### config.mk
export PLATFORM = sky130hd
export DESIGN_NAME = triangle_scanline_span_unit
export DESIGN_NICKNAME = d
export VERILOG_FILES = /design/src/hdl/spn_pkg.sv /design/src/hdl/spn_sort.sv /design/src/hdl/spn_setup.sv /design/src/hdl/spn_div.sv /design/src/hdl/spn_finish.sv /design/src/hdl/triangle_scanline_span_unit.sv
export SDC_FILE = /design/constraint.sdc
export NUM_CORES = 2
export LEC_CHECK = 0
export ABC_AREA = 1
export ABC_CLOCK_PERIOD_IN_PS = 13200
export BUFFER_PORTS_ARGS = -buffer_cell sky130_fd_sc_hd__buf_2
export CAP_MARGIN = 30
export CORE_MARGIN = 2
export CORE_UTILIZATION = 65
export CTS_BUF_LIST = sky130_fd_sc_hd__clkbuf_4
export DETAILED_ROUTE_END_ITERATION = 8
export PLACE_DENSITY = 0.89
export SYNTH_ARGS = -nofsm -noshare
export SYNTH_HDL_FRONTEND = slang
export SYNTH_SLANG_ARGS = --single-unit
### constraint.sdc
create_clock -name clk -period 13.2 [get_ports clk]
set_clock_uncertainty 0.15 [all_clocks]
set_input_delay 0.66 -clock clk [delete_from_list [all_inputs] [get_ports clk]]
set_output_delay 0.66 -clock clk [all_outputs]
set_load 0.02 [all_outputs]
### src/hdl/spn_pkg.sv
// Shared constants for the triangle scanline span unit.
// No dependencies; used by spn_finish, the top level and the testbench.
package spn_pkg;

  localparam int COORD_BITS_DEF = 10;
  localparam int COLOR_W = 32;

endpackage

### src/hdl/spn_sort.sv
// First pipeline stage: orders the three vertices by y.
// Depends on no package items; parameterized by coordinate width.
module spn_sort #(
  parameter int N = 10
) (
  input  logic         clk,
  input  logic         rst,
  input  logic         load,
  input  logic         v_in,
  input  logic [N-1:0] ax, ay, bx, by, cx, cy, row,
  output logic         vld,
  output logic [N-1:0] x0, y0, x1, y1, x2, y2, r
);

  logic [N-1:0] sx0, sy0, sx1, sy1, sx2, sy2;
  logic [N-1:0] tx0, ty0, tx1, ty1, tx2, ty2;
  logic [N-1:0] ux0, uy0, ux1, uy1, ux2, uy2;

  // Three compare-and-swaps, each only on strictly greater y.
  always_comb begin
    sx0 = ax; sy0 = ay; sx1 = bx; sy1 = by; sx2 = cx; sy2 = cy;
    if (ay > by) begin
      sx0 = bx; sy0 = by; sx1 = ax; sy1 = ay;
    end
    tx0 = sx0; ty0 = sy0; tx1 = sx1; ty1 = sy1; tx2 = sx2; ty2 = sy2;
    if (sy0 > sy2) begin
      tx0 = sx2; ty0 = sy2; tx2 = sx0; ty2 = sy0;
    end
    ux0 = tx0; uy0 = ty0; ux1 = tx1; uy1 = ty1; ux2 = tx2; uy2 = ty2;
    if (ty1 > ty2) begin
      ux1 = tx2; uy1 = ty2; ux2 = tx1; uy2 = ty1;
    end
  end

  always_ff @(posedge clk) begin
    if (rst) begin
      vld <= 1'b0;
    end else if (load) begin
      vld <= v_in;
    end
    if (load && v_in) begin
      x0 <= ux0; y0 <= uy0; x1 <= ux1; y1 <= uy1; x2 <= ux2; y2 <= uy2;
      r  <= row;
    end
  end

endmodule

### src/hdl/spn_setup.sv
// Second stage: picks the edges for the row, forms each edge's product
// numerator and divisor, and the flat-triangle extent. No package use.
module spn_setup #(
  parameter int N = 10
) (
  input  logic           clk,
  input  logic           rst,
  input  logic           load,
  input  logic           v_in,
  input  logic [N-1:0]   x0, y0, x1, y1, x2, y2, r,
  output logic           vld,
  output logic [2*N-1:0] num_l, num_s,
  output logic [N-1:0]   den_l, den_s,
  output logic           neg_l, neg_s,
  output logic [4*N+1:0] side
);

  logic         covered, flat, use_l, use_s;
  logic [N-1:0] s_xs, s_xe, s_ys, s_ye, base_s;
  logic [N-1:0] t_l, t_s, adx_l, adx_s, dy_l, dy_s, mn, mx;
  logic         ng_l, ng_s;

  always_comb begin
    covered = (r >= y0) && (r <= y2);
    flat    = (y2 == y0);
    if (r < y1) begin
      s_xs = x0; s_ys = y0; s_xe = x1; s_ye = y1;
    end else begin
      s_xs = x1; s_ys = y1; s_xe = x2; s_ye = y2;
    end
    // On the middle row the short edge is exactly the middle x.
    use_l  = covered && !flat;
    use_s  = use_l && (r != y1);
    base_s = (r == y1) ? x1 : s_xs;
    t_l    = use_l ? (r - y0) : '0;
    t_s    = use_s ? (r - s_ys) : '0;
    dy_l   = use_l ? (y2 - y0) : N'(1);
    dy_s   = use_s ? (s_ye - s_ys) : N'(1);
    ng_l   = x2 < x0;
    ng_s   = s_xe < s_xs;
    adx_l  = ng_l ? (x0 - x2) : (x2 - x0);
    adx_s  = ng_s ? (s_xs - s_xe) : (s_xe - s_xs);
    mn = x0; mx = x0;
    if (x1 < mn) mn = x1;
    if (x2 < mn) mn = x2;
    if (x1 > mx) mx = x1;
    if (x2 > mx) mx = x2;
  end

  always_ff @(posedge clk) begin
    if (rst) begin
      vld <= 1'b0;
    end else if (load) begin
      vld <= v_in;
    end
    if (load && v_in) begin
      num_l <= (2*N)'(t_l) * (2*N)'(adx_l);
      num_s <= (2*N)'(t_s) * (2*N)'(adx_s);
      den_l <= dy_l;
      den_s <= dy_s;
      neg_l <= ng_l;
      neg_s <= ng_s;
      side  <= {covered, flat, mn, mx, x0, base_s};
    end
  end

endmodule

### src/hdl/spn_div.sv
// Two-lane restoring divider, one quotient bit per pipeline stage.
// No package use; the quotient is known to fit in N bits.
module spn_div #(
  parameter int N  = 10,
  parameter int SW = 42
) (
  input  logic           clk,
  input  logic           rst,
  input  logic [N-1:0]   load,
  input  logic           v_in,
  input  logic [2*N-1:0] num_l, num_s,
  input  logic [N-1:0]   den_l, den_s,
  input  logic           neg_l, neg_s,
  input  logic [SW-1:0]  side_in,
  output logic [N-1:0]   vld,
  output logic [N-1:0]   q_l, q_s,
  output logic           rnz_l, rnz_s,
  output logic           ng_l, ng_s,
  output logic [SW-1:0]  side_out
);

  // Stage j output registers.
  logic [2*N-1:0] rl [N];
  logic [2*N-1:0] rs [N];
  logic [N-1:0]   dl [N];
  logic [N-1:0]   ds [N];
  logic [N-1:0]   ql [N];
  logic [N-1:0]   qs [N];
  logic           nl [N];
  logic           ns [N];
  logic [SW-1:0]  sd [N];
  logic           vv [N];

  for (genvar j = 0; j < N; j++) begin : g_step
    localparam int B = N - 1 - j;
    logic [2*N-1:0] pr_l, pr_s, shl, shs;
    logic [N-1:0]   pd_l, pd_s, pq_l, pq_s;
    logic           pn_l, pn_s, pv;
    logic [SW-1:0]  psd;
    logic           gel, ges;

    if (j == 0) begin : g_first
      assign pr_l = num_l;
      assign pr_s = num_s;
      assign pd_l = den_l;
      assign pd_s = den_s;
      assign pq_l = '0;
      assign pq_s = '0;
      assign pn_l = neg_l;
      assign pn_s = neg_s;
      assign psd  = side_in;
      assign pv   = v_in;
    end else begin : g_next
      assign pr_l = rl[j-1];
      assign pr_s = rs[j-1];
      assign pd_l = dl[j-1];
      assign pd_s = ds[j-1];
      assign pq_l = ql[j-1];
      assign pq_s = qs[j-1];
      assign pn_l = nl[j-1];
      assign pn_s = ns[j-1];
      assign psd  = sd[j-1];
      assign pv   = vv[j-1];
    end

    assign shl = {{N{1'b0}}, pd_l} << B;
    assign shs = {{N{1'b0}}, pd_s} << B;
    assign gel = pr_l >= shl;
    assign ges = pr_s >= shs;

    always_ff @(posedge clk) begin
      if (rst) begin
        vv[j] <= 1'b0;
      end else if (load[j]) begin
        vv[j] <= pv;
      end
      if (load[j] && pv) begin
        rl[j] <= gel ? (pr_l - shl) : pr_l;
        rs[j] <= ges ? (pr_s - shs) : pr_s;
        ql[j] <= pq_l | (N'(gel) << B);
        qs[j] <= pq_s | (N'(ges) << B);
        dl[j] <= pd_l;
        ds[j] <= pd_s;
        nl[j] <= pn_l;
        ns[j] <= pn_s;
        sd[j] <= psd;
      end
    end

    assign vld[j] = vv[j];
  end

  assign q_l      = ql[N-1];
  assign q_s      = qs[N-1];
  assign rnz_l    = rl[N-1] != '0;
  assign rnz_s    = rs[N-1] != '0;
  assign ng_l     = nl[N-1];
  assign ng_s     = ns[N-1];
  assign side_out = sd[N-1];

endmodule

### src/hdl/spn_finish.sv
// Last stage: floor correction, edge x values, span ordering, output register.
// Uses spn_pkg for the colour width.
module spn_finish #(
  parameter int N = 10
) (
  input  logic                      clk,
  input  logic                      rst,
  input  logic                      load,
  input  logic                      v_in,
  input  logic [N-1:0]              q_l, q_s,
  input  logic                      rnz_l, rnz_s,
  input  logic                      ng_l, ng_s,
  input  logic [4*N+1:0]            side,
  input  logic [spn_pkg::COLOR_W-1:0] color,
  output logic                      vld,
  output logic                      covered,
  output logic [N-1:0]              left,
  output logic [N-1:0]              right,
  output logic [spn_pkg::COLOR_W-1:0] color_out
);

  logic         cov, flat;
  logic [N-1:0] mn, mx, base_l, base_s, xl, xs, lo, hi;

  always_comb begin
    {cov, flat, mn, mx, base_l, base_s} = side;
    // Negative quotients round toward minus infinity.
    xl = ng_l ? (base_l - (q_l + N'(rnz_l))) : (base_l + q_l);
    xs = ng_s ? (base_s - (q_s + N'(rnz_s))) : (base_s + q_s);
    if (flat) begin
      lo = mn; hi = mx;
    end else if (xl < xs) begin
      lo = xl; hi = xs;
    end else begin
      lo = xs; hi = xl;
    end
  end

  always_ff @(posedge clk) begin
    if (rst) begin
      vld <= 1'b0;
    end else if (load) begin
      vld <= v_in;
    end
    if (load && v_in) begin
      covered   <= cov;
      left      <= cov ? lo : '0;
      right     <= cov ? hi : '0;
      color_out <= cov ? color : '0;
    end
  end

endmodule

### src/hdl/triangle_scanline_span_unit.sv
// Triangle scanline span unit: top level, flow control and colour register.
// Instantiates spn_sort, spn_setup, spn_div and spn_finish; uses spn_pkg.
//
//   channel   direction  handshake             payload
//   request   in         req_valid/req_stall   vertex_a..c x/y, row_index
//   result    out        rsp_valid/rsp_stall   row_covered, span_left/right, span_color
//   config    in         cfg_write             cfg_data (fill colour)
//
// One request enters per clock while req_stall is low, and passes COORD_BITS + 3
// registers (sort, setup with the multiply, one divider stage per quotient bit,
// finish) on its way to the result.
// Reset (rst, synchronous) clears all stage valid bits and the fill colour.
// Each stage holds while its successor is full and stalled, so bubbles close up
// and a stall on the result side only backs up as far as there is no room.
module triangle_scanline_span_unit #(
  parameter int COORD_BITS = spn_pkg::COORD_BITS_DEF
) (
  input  logic                          clk,
  input  logic                          rst,
  input  logic                          req_valid,
  output logic                          req_stall,
  input  logic [COORD_BITS-1:0]         vertex_a_x,
  input  logic [COORD_BITS-1:0]         vertex_a_y,
  input  logic [COORD_BITS-1:0]         vertex_b_x,
  input  logic [COORD_BITS-1:0]         vertex_b_y,
  input  logic [COORD_BITS-1:0]         vertex_c_x,
  input  logic [COORD_BITS-1:0]         vertex_c_y,
  input  logic [COORD_BITS-1:0]         row_index,
  output logic                          rsp_valid,
  input  logic                          rsp_stall,
  output logic                          row_covered,
  output logic [COORD_BITS-1:0]         span_left,
  output logic [COORD_BITS-1:0]         span_right,
  output logic [spn_pkg::COLOR_W-1:0]   span_color,
  input  logic                          cfg_write,
  input  logic [spn_pkg::COLOR_W-1:0]   cfg_data
);

  localparam int N   = COORD_BITS;
  localparam int SW  = 4 * N + 2;
  localparam int NST = N + 3;

  logic [spn_pkg::COLOR_W-1:0] fill_color;

  // Stage valid bits, in pipeline order, and per-stage load enables.
  logic [NST-1:0] v;
  logic [NST:0]   rdy;

  logic [N-1:0]   x0, y0, x1, y1, x2, y2, r;
  logic [2*N-1:0] num_l, num_s;
  logic [N-1:0]   den_l, den_s, q_l, q_s;
  logic           neg_l, neg_s, rnz_l, rnz_s, ng_l, ng_s;
  logic [SW-1:0]  side, side_d;
  logic [N-1:0]   div_v;

  always_ff @(posedge clk) begin
    if (rst) begin
      fill_color <= '0;
    end else if (cfg_write) begin
      fill_color <= cfg_data;
    end
  end

  // A stage may load when it is empty or its contents move on this cycle.
  assign rdy[NST] = !rsp_stall;
  for (genvar k = 0; k < NST; k++) begin : g_rdy
    assign rdy[k] = !v[k] || rdy[k+1];
  end

  assign req_stall = !rdy[0];

  spn_sort #(.N(N)) u_sort (
    .clk(clk), .rst(rst), .load(rdy[0]), .v_in(req_valid),
    .ax(vertex_a_x), .ay(vertex_a_y), .bx(vertex_b_x), .by(vertex_b_y),
    .cx(vertex_c_x), .cy(vertex_c_y), .row(row_index),
    .vld(v[0]), .x0(x0), .y0(y0), .x1(x1), .y1(y1), .x2(x2), .y2(y2), .r(r)
  );

  spn_setup #(.N(N)) u_setup (
    .clk(clk), .rst(rst), .load(rdy[1]), .v_in(v[0]),
    .x0(x0), .y0(y0), .x1(x1), .y1(y1), .x2(x2), .y2(y2), .r(r),
    .vld(v[1]), .num_l(num_l), .num_s(num_s), .den_l(den_l), .den_s(den_s),
    .neg_l(neg_l), .neg_s(neg_s), .side(side)
  );

  spn_div #(.N(N), .SW(SW)) u_div (
    .clk(clk), .rst(rst), .load(rdy[N+1:2]), .v_in(v[1]),
    .num_l(num_l), .num_s(num_s), .den_l(den_l), .den_s(den_s),
    .neg_l(neg_l), .neg_s(neg_s), .side_in(side),
    .vld(div_v), .q_l(q_l), .q_s(q_s), .rnz_l(rnz_l), .rnz_s(rnz_s),
    .ng_l(ng_l), .ng_s(ng_s), .side_out(side_d)
  );

  assign v[N+1:2] = div_v;

  spn_finish #(.N(N)) u_finish (
    .clk(clk), .rst(rst), .load(rdy[NST-1]), .v_in(v[N+1]),
    .q_l(q_l), .q_s(q_s), .rnz_l(rnz_l), .rnz_s(rnz_s),
    .ng_l(ng_l), .ng_s(ng_s), .side(side_d), .color(fill_color),
    .vld(v[NST-1]), .covered(row_covered), .left(span_left),
    .right(span_right), .color_out(span_color)
  );

  assign rsp_valid = v[NST-1];

endmodule

-- Yosys cells after proc, flatten, opt, wreduce, memory -nomap -nowiden
Memory sizes are Yosys's and may differ from the RTL's.
Index checks and enable logic that the tools add are counted.
- bits in registers: 262
- bits in writable memories: 1250
- input bits: 107
- output and inout bits: 55
- logic and storage cells: 292
- memories kept: 10
- add/subtract/negate cells: 34
- multiply operators: 2
- order comparisons: 33
- eq/ne operators: 3
- muxes and demuxes: 113
- bitwise logic cells: 28
- reduce and logical (&&, ||, !) cells: 47
- memories (name ; words ; bits a word ; rd ports ; clocked after memory_dff ; write ports ; RTL line ; text):
    u_div.sd ; 10 ; 42 ; 10 ; 0 ; 10 ; spn_div.sv:31 ; logic [SW-1:0] sd [N];
    u_div.rl ; 10 ; 20 ; 10 ; 0 ; 10 ; spn_div.sv:23 ; logic [2*N-1:0] rl [N];
    u_div.rs ; 10 ; 20 ; 10 ; 0 ; 10 ; spn_div.sv:24 ; logic [2*N-1:0] rs [N];
    u_div.dl ; 10 ; 10 ; 9 ; 0 ; 10 ; spn_div.sv:25 ; logic [N-1:0] dl [N];
    u_div.ds ; 10 ; 10 ; 9 ; 0 ; 10 ; spn_div.sv:26 ; logic [N-1:0] ds [N];
    u_div.ql ; 10 ; 10 ; 10 ; 0 ; 10 ; spn_div.sv:27 ; logic [N-1:0] ql [N];
    +4 memories ; -- ; -- ; -- ; -- ; -- ; -- ;
- operators by type and width (operator ; count):
    two-way mux 20 bit ; 20
    two-way mux 10 bit ; 31
    subtractor 10 bit ; 10
    two-way mux 1 bit ; 62
    less-than comparator 10 bit ; 6
    > comparator 10 bit ; 5
    >= comparator 20 x 10 -> 1 bit ; 2
    >= comparator 20 x 11 -> 1 bit ; 2
    >= comparator 20 x 12 -> 1 bit ; 2
    >= comparator 20 x 13 -> 1 bit ; 2
    >= comparator 20 x 14 -> 1 bit ; 2
    >= comparator 20 x 15 -> 1 bit ; 2
    >= comparator 20 x 16 -> 1 bit ; 2
    >= comparator 20 x 17 -> 1 bit ; 2
    >= comparator 20 x 18 -> 1 bit ; 2
    >= comparator 20 x 19 -> 1 bit ; 2
    multiplier 10 x 10 -> 20 bit ; 2
    nonzero test 20 bit ; 2
    subtractor 20 x 10 -> 20 bit ; 2
    subtractor 20 x 11 -> 20 bit ; 2
    subtractor 20 x 12 -> 20 bit ; 2
    subtractor 20 x 13 -> 20 bit ; 2
    subtractor 20 x 14 -> 20 bit ; 2
    subtractor 20 x 15 -> 20 bit ; 2
    other kinds (23) ; 90

-- Depth between registers and ports, before layout
- depth in word-level cells: 16
- gate-level depth with buffers: 40
- gate-level depth less buffers: 38

-- By module
A second synthesis with hierarchy kept.
- cells, all modules: 8184
- area total of the unflattened synthesis: 79212.2 µm²
- by module, submodules not included (module ; instances ; cells each ; area each (µm²) ; seq. area each (µm²)):
    spn_div ; 1 ; 4846 ; 53128.5 ; 34232.8
    spn_setup ; 1 ; 1919 ; 15262.1 ; 3143.0
    spn_finish ; 1 ; 698 ; 4976.0 ; 1611.5
    spn_sort ; 1 ; 561 ; 4610.7 ; 2122.0
    triangle_scanline_span_unit ; 1 ; 160 ; 1234.9 ; 640.6

-- Worst setup path before layout
OpenSTA, ideal clock, no wires.
- kind: reg-to-reg
- start: reg u_sort.r[9]
- end: reg u_setup.num_s[16] (data pin)
- library setup time: 252 ps
- data arrival time: 7194 ps
- required time: 12798 ps
- path slack: 5604 ps
- stages on the path, launching flop included: 34
- path buffers: 1
- clock period less this slack: 7596 ps
- cells stage by stage: edfxtp_1 -> ha_1 -> nand2_1 -> nor2_1 -> o211ai_1 -> nand3_1 -> clkbuf_1 -> mux2_2 -> ha_1 -> fa_1 -> o21ai_0 -> a21oi_1 -> o21ai_0 -> xor2_1 -> nor2_2 -> nand2_1 -> fa_1 -> inv_1 -> fa_1 -> inv_1 -> fa_1 -> inv_1 -> fa_1 -> inv_1 -> fa_1 -> inv_1 -> ha_1 -> nand2_1 -> o21ai_0 -> nand3_1 -> nand2_1 -> nand3_1 -> nand3_1 -> nand2_1
- cells in the longest elaborated chain, start to end: 6
- elaborated cells on any way between the ends: 17
- classes of those cells: add/sub (3); mul (1); order compare (4); eq/ne (1); mux (5); reduce/logical (3)
- RTL lines (item ; RTL line ; text):
    start: declaration ; spn_sort.sv:12 ; output logic [N-1:0] x0, y0, x1, y1, x2, y2, r
    start signal: assignment ; spn_sort.sv:43 ; r <= row;
    parallel branches: the longest is 5 deep, another holds less-than comparator 10 bit ; -- ;
    multiplier 10 x 10 -> 20 bit (*) ; spn_setup.sv:58 ; num_s <= (2*N)'(t_s) * (2*N)'(adx_s);
    end signal: assignment ; spn_setup.sv:58 ;
    end: declaration ; spn_setup.sv:12 ; output logic [2*N-1:0] num_l, num_s,
Mark *: on every way between the ends.
A chain may end at the register's enable or synchronous reset.

-- Final worst setup path
- start: reg u_sort.r[9]
- end: reg u_setup.num_s[16] (data pin)
- elaborated cells on any way between the ends: 17
- classes of those cells: add/sub (3); mul (1); order compare (4); eq/ne (1); mux (5); reduce/logical (3)
- RTL lines (item ; RTL line ; text):
    less-than comparator 10 bit (*) ; spn_setup.sv:26 ; if (r < y1) begin
    two-way mux 10 bit ; spn_setup.sv:26 ;
    less-than comparator 10 bit (*) ; spn_setup.sv:40 ; ng_s = s_xe < s_xs;
    named net u_setup.ng_s ; spn_setup.sv:21 ; logic ng_l, ng_s;
    two-way mux 10 bit (*) ; spn_setup.sv:42 ; adx_s = ng_s ? (s_xs - s_xe) : (s_xe - s_xs);
    multiplier 10 x 10 -> 20 bit (*) ; spn_setup.sv:58 ;
Mark *: on every way through the listed nets, which the timed path passes. The rest lies on a longest branch.

==> key figures <==
Logic synthesis
  • Adder-Cell Fraction of Synth Area: 12.8%
  • Syn Area/Cell: 10.2 sq um
  • Yosys cell types: 59
  • Synth warn: 0
  • Ranking of synthesized cells by area: edfxtp_1 (54%), ha_1 (8.6%), nand2_1 (7.3%), inv_1 (5.4%), fa_1 (4.2%)
  • Mapped Cells: 7,446
  • Synth Area in Compound Gates: 8.16%
  • Largest area contributor in the netlist: edfxtp_1
  • Synth async-reset ratio: 0%
  • Top-area cell type share of the netlist area: 53.9%
  • Syn nets: 8,234
  • EDFF count, synth: 1,367
  • Multiplexer share of the synthesized area: 0.0148%
  • Sequential-to-total area share from yosys stat: 54.9%
  • Post-Synth XOR/XNOR Area: 2.93%
  • Largest family of logic cells by synthesized area: simple AND/OR/NAND/NOR gates
  • Register bit total from synthesis: 1,402
  • Mapped Area: 76,100 sq um
  • Synth Flop Type: edfxtp_1
  • Synthesized-area fraction occupied by and/or/nand/nor cells: 15.0%

Critical path
  • Crit Path Class: reg -> reg
  • R2R Path End: u_setup.num_s[16]
  • Required time of the critical path: 14.03 ns
  • Crit-path max FO: 63
  • Worst reg2reg path startpoint: u_sort.r[9]
  • Worst Setup End Kind: register
  • Critical Path Source Type: register
  • Critical path data arrival time: 9.87 ns
  • Reg2Reg Setup Slack: 4.16 ns
  • CP max-delay cell: fa_1
  • Crit path from: u_sort.r[9]
  • Worst r2r path cells: 36
  • Critical path endpoint: u_setup.num_s[16]
  • Crit-path most repeated cell: inv_1
  • Slowest stage delay, CP: 0.55 ns

Route
  • DR iter-0 viols: 4,776
  • Vias/cell: 5.73
  • Antenna Nets Post-Route: 0
  • Drt drc: 0
  • DR pass1 iterations: 7
  • Routed Wire Length: 183,000 um
  • Vias post-DR: 56,600
  • Post-DR wirelength/cell: 18.5 um

Power
  • Leakage: 36.6 nW
  • Peak supply drop: 0.000316 V
  • Power Density: 183 nW/um^2

Clock network
  • CTS resizes: 0
  • Worst skew pair latency: 1.25 ns
  • CTS sink cnt: 1,402
  • Htree depth: 5
  • Clock Path Buffers: 4
  • CTS tree: built
  • Root buffer cell: clkbuf_4
  • Clock transition at the registers of the reported paths: 0.06 ns
  • CTS Buf Count: 355

Layout
  • NumNets Final: 8,900
  • Share of post-route cells with drive strength above 1: 10.2%
  • Fillers: 7,471
  • Area delta synth->final: 12.1%
  • Area of the multi-input gates: 29,700 sq um
  • Storage element area: 41,800 sq um

Die
  • Die width: 346 um
  • Ports: 162
  • Cell Rows: 125
  • Initial Util: 65.5%
  • Die ar.: 120,000 sq um
  • Die height: 346 um
  • Core area: 116,000 sq um

Place
  • Port Buf Inserts: 161
  • DP HPWL: 131,000 um
  • RD Place Congestion: 1.00

GRT
  • First-pass GRT wire length: 292,000 um
  • Largest net degree at the start of global routing: 75
  • Total congestion overflow: 0
  • GRT Util Overall: 30.7%
  • Initial antenna violation count: 11
  • Vias in the first global route: 57,500

Worst hold path
  • Hold path start: u_div.sd[4][10]
  • Hold Path Class: reg -> reg

Timing
  • Final setup TNS: 0 ns
  • Final setup vio count: 0
  • Fin. max-slew vios: 0
  • Fmax: 0.111 GHz
  • RSZ-0062 raised after global routing: false
  • Rel. slew slack: 27.8%
  • Hold Worst Slack: 0.197 ns
  • Worst-Margin Slew: 1.08 ns
  • Minimum clock period: 9.04 ns
  • Hold Vio Cnt, Final: 0
  • Final period utilization: 68.5%

Job
  • Max-cap violations: 0

Run status
  • Status: complete, no violations
==> sequential cells by signal, indices dropped and copies added (netlist names), 20 cells and up <==
signal and flops:
u_div.sd 420, u_div.rl 200, u_div.ds 90, u_div.rs 200
u_setup.num_l 20, u_div.ql 55, u_div.dl 90, u_div.qs 55
u_setup.num_s 20, u_setup.side 42, fill_color 32, u_finish.color_out 32
==> worst max-delay path, delay by kind of cell, from the launching register on <==
kind                     cells  cell delay (ns)
AO/OA/AOI/OAI                4             1.05
adder cells (fa/ha/maj)      9             3.86
AND/OR/NAND/NOR             14             2.13
buffers and inverters        9             1.09
flip-flops                   1             0.46
==> how the worst min path moves through the flow <==
stage	to	slack [ns]	depth (start not counted)
3_3_place_gp	u_div.sd[0][33]	0.25	0
6_report	u_div.sd[5][10]	0.20	0
4_1_cts	u_div.vv[9]	0.16	3
3_5_place_dp	u_div.nl[1]	0.25	0
5_1_grt	u_div.sd[5][10]	0.21	0
2_1_floorplan	u_div.nl[0]	0.25	0
==> cell type report <==
type / count / area share (%)
inverters: 1135 / 5.01
diodes: 12 / 0.0352
clock inverters: 99 / 0.675
flip-flops and latches: 1402 / 48.9
clock buffers: 496 / 4.37
repair buffers: 423 / 3.98
multi-input cells: 4795 / 34.8
well taps: 1524 / 2.24
==> kinds of logic after synthesis <==
family	Yosys count
AO/OA/AOI/OAI	1138
XOR/XNOR	255
adder cells (fa/ha/maj)	681
buffers and inverters	1249
flip-flops	1402
multiplexers	1
AND/OR/NAND/NOR	2720
==> power by group <==
group / switching (mW) / internal [mW]
sequential: 0.208 / 5.31
combinational: 4.15 / 2.35
clock: 1.70 / 1.86
total: 6.06 / 9.53
==> placed cells by master (no fill, tap or decap), types with 10 or more instances in the layout <==
master,n
nor3_1,78
xor2_1,143
dlygate4sd3_1,232
nand3_1,357
o211ai_1,19
diode_2,12
or2_2,55
ha_1,523
a21oi_1,392
nor2_1,559
o21bai_1,27
xnor2_1,112
o21ai_0,492
edfxtp_1,1367
a31oi_1,31
fa_1,158
nor4_1,52
buf_2,161
nand3b_1,20
a21boi_0,11
a21o_1,43
clkinv_2,12
inv_2,42
a211oi_1,14
nand4_1,77
inv_1,1095
and2_1,10
clkbuf_4,496
nand2_1,1475
clkinv_1,72
o21ai_1,53
buf_4,28
dfxtp_1,35
==> cells in the mapped netlist (43+ instances only) <==
| cell | n |
|---|---|
| edfxtp_1 | 1367 |
| nand3_1 | 358 |
| o21ai_0 | 492 |
| a21oi_1 | 393 |
| inv_1 | 1101 |
| nand4_1 | 77 |
| nor2_1 | 565 |
| or2_2 | 55 |
| xor2_1 | 143 |
| nand2_1 | 1475 |
| nor4_1 | 52 |
| o21ai_1 | 53 |
| xnor2_1 | 112 |
| a21o_1 | 43 |
| buf_2 | 51 |
| fa_1 | 158 |
| nor3_1 | 78 |
| clkbuf_1 | 53 |
| ha_1 | 523 |
==> metal layers <==
| metal | GRT usage (%) | wire [um] | up-vias |
|---|---|---|---|
| met5 | 0 | 34 | - |
| met4 | 18.3 | 11100 | 4 |
| li1 | - | - | 26800 |
| met1 | 34.7 | 66100 | 26500 |
| met2 | 54.2 | 92900 | 2620 |
| met3 | 5.55 | 12800 | 746 |
==> per-stage QoR <==
stage | setup slack (ns) | util [%] | cells | total power [mW] | area (sq um)
2_1_floorplan | 5.60 | - | 7446 | 10.2 | 76100
3_3_place_gp | 4.44 | 67.6 | 9045 | 11.6 | 78600
3_5_place_dp | 4.31 | 67.7 | 9046 | 11.8 | 78600
4_1_cts | 4.20 | 73.4 | 9873 | 15.5 | 85200
5_1_grt | 3.44 | 73.4 | 9884 | 16.7 | 85300
6_report | 4.16 | 73.4 | 9886 | 15.6 | 85300
==> what timing repair did <==
item,4_1_cts,5_1_grt
hold buffers,232,0
endpoints found under the hold margin,123,0
setup endpoints to repair,0,0
buffers inserted,0,0
Note: power is estimated with default switching activity, not from simulation.
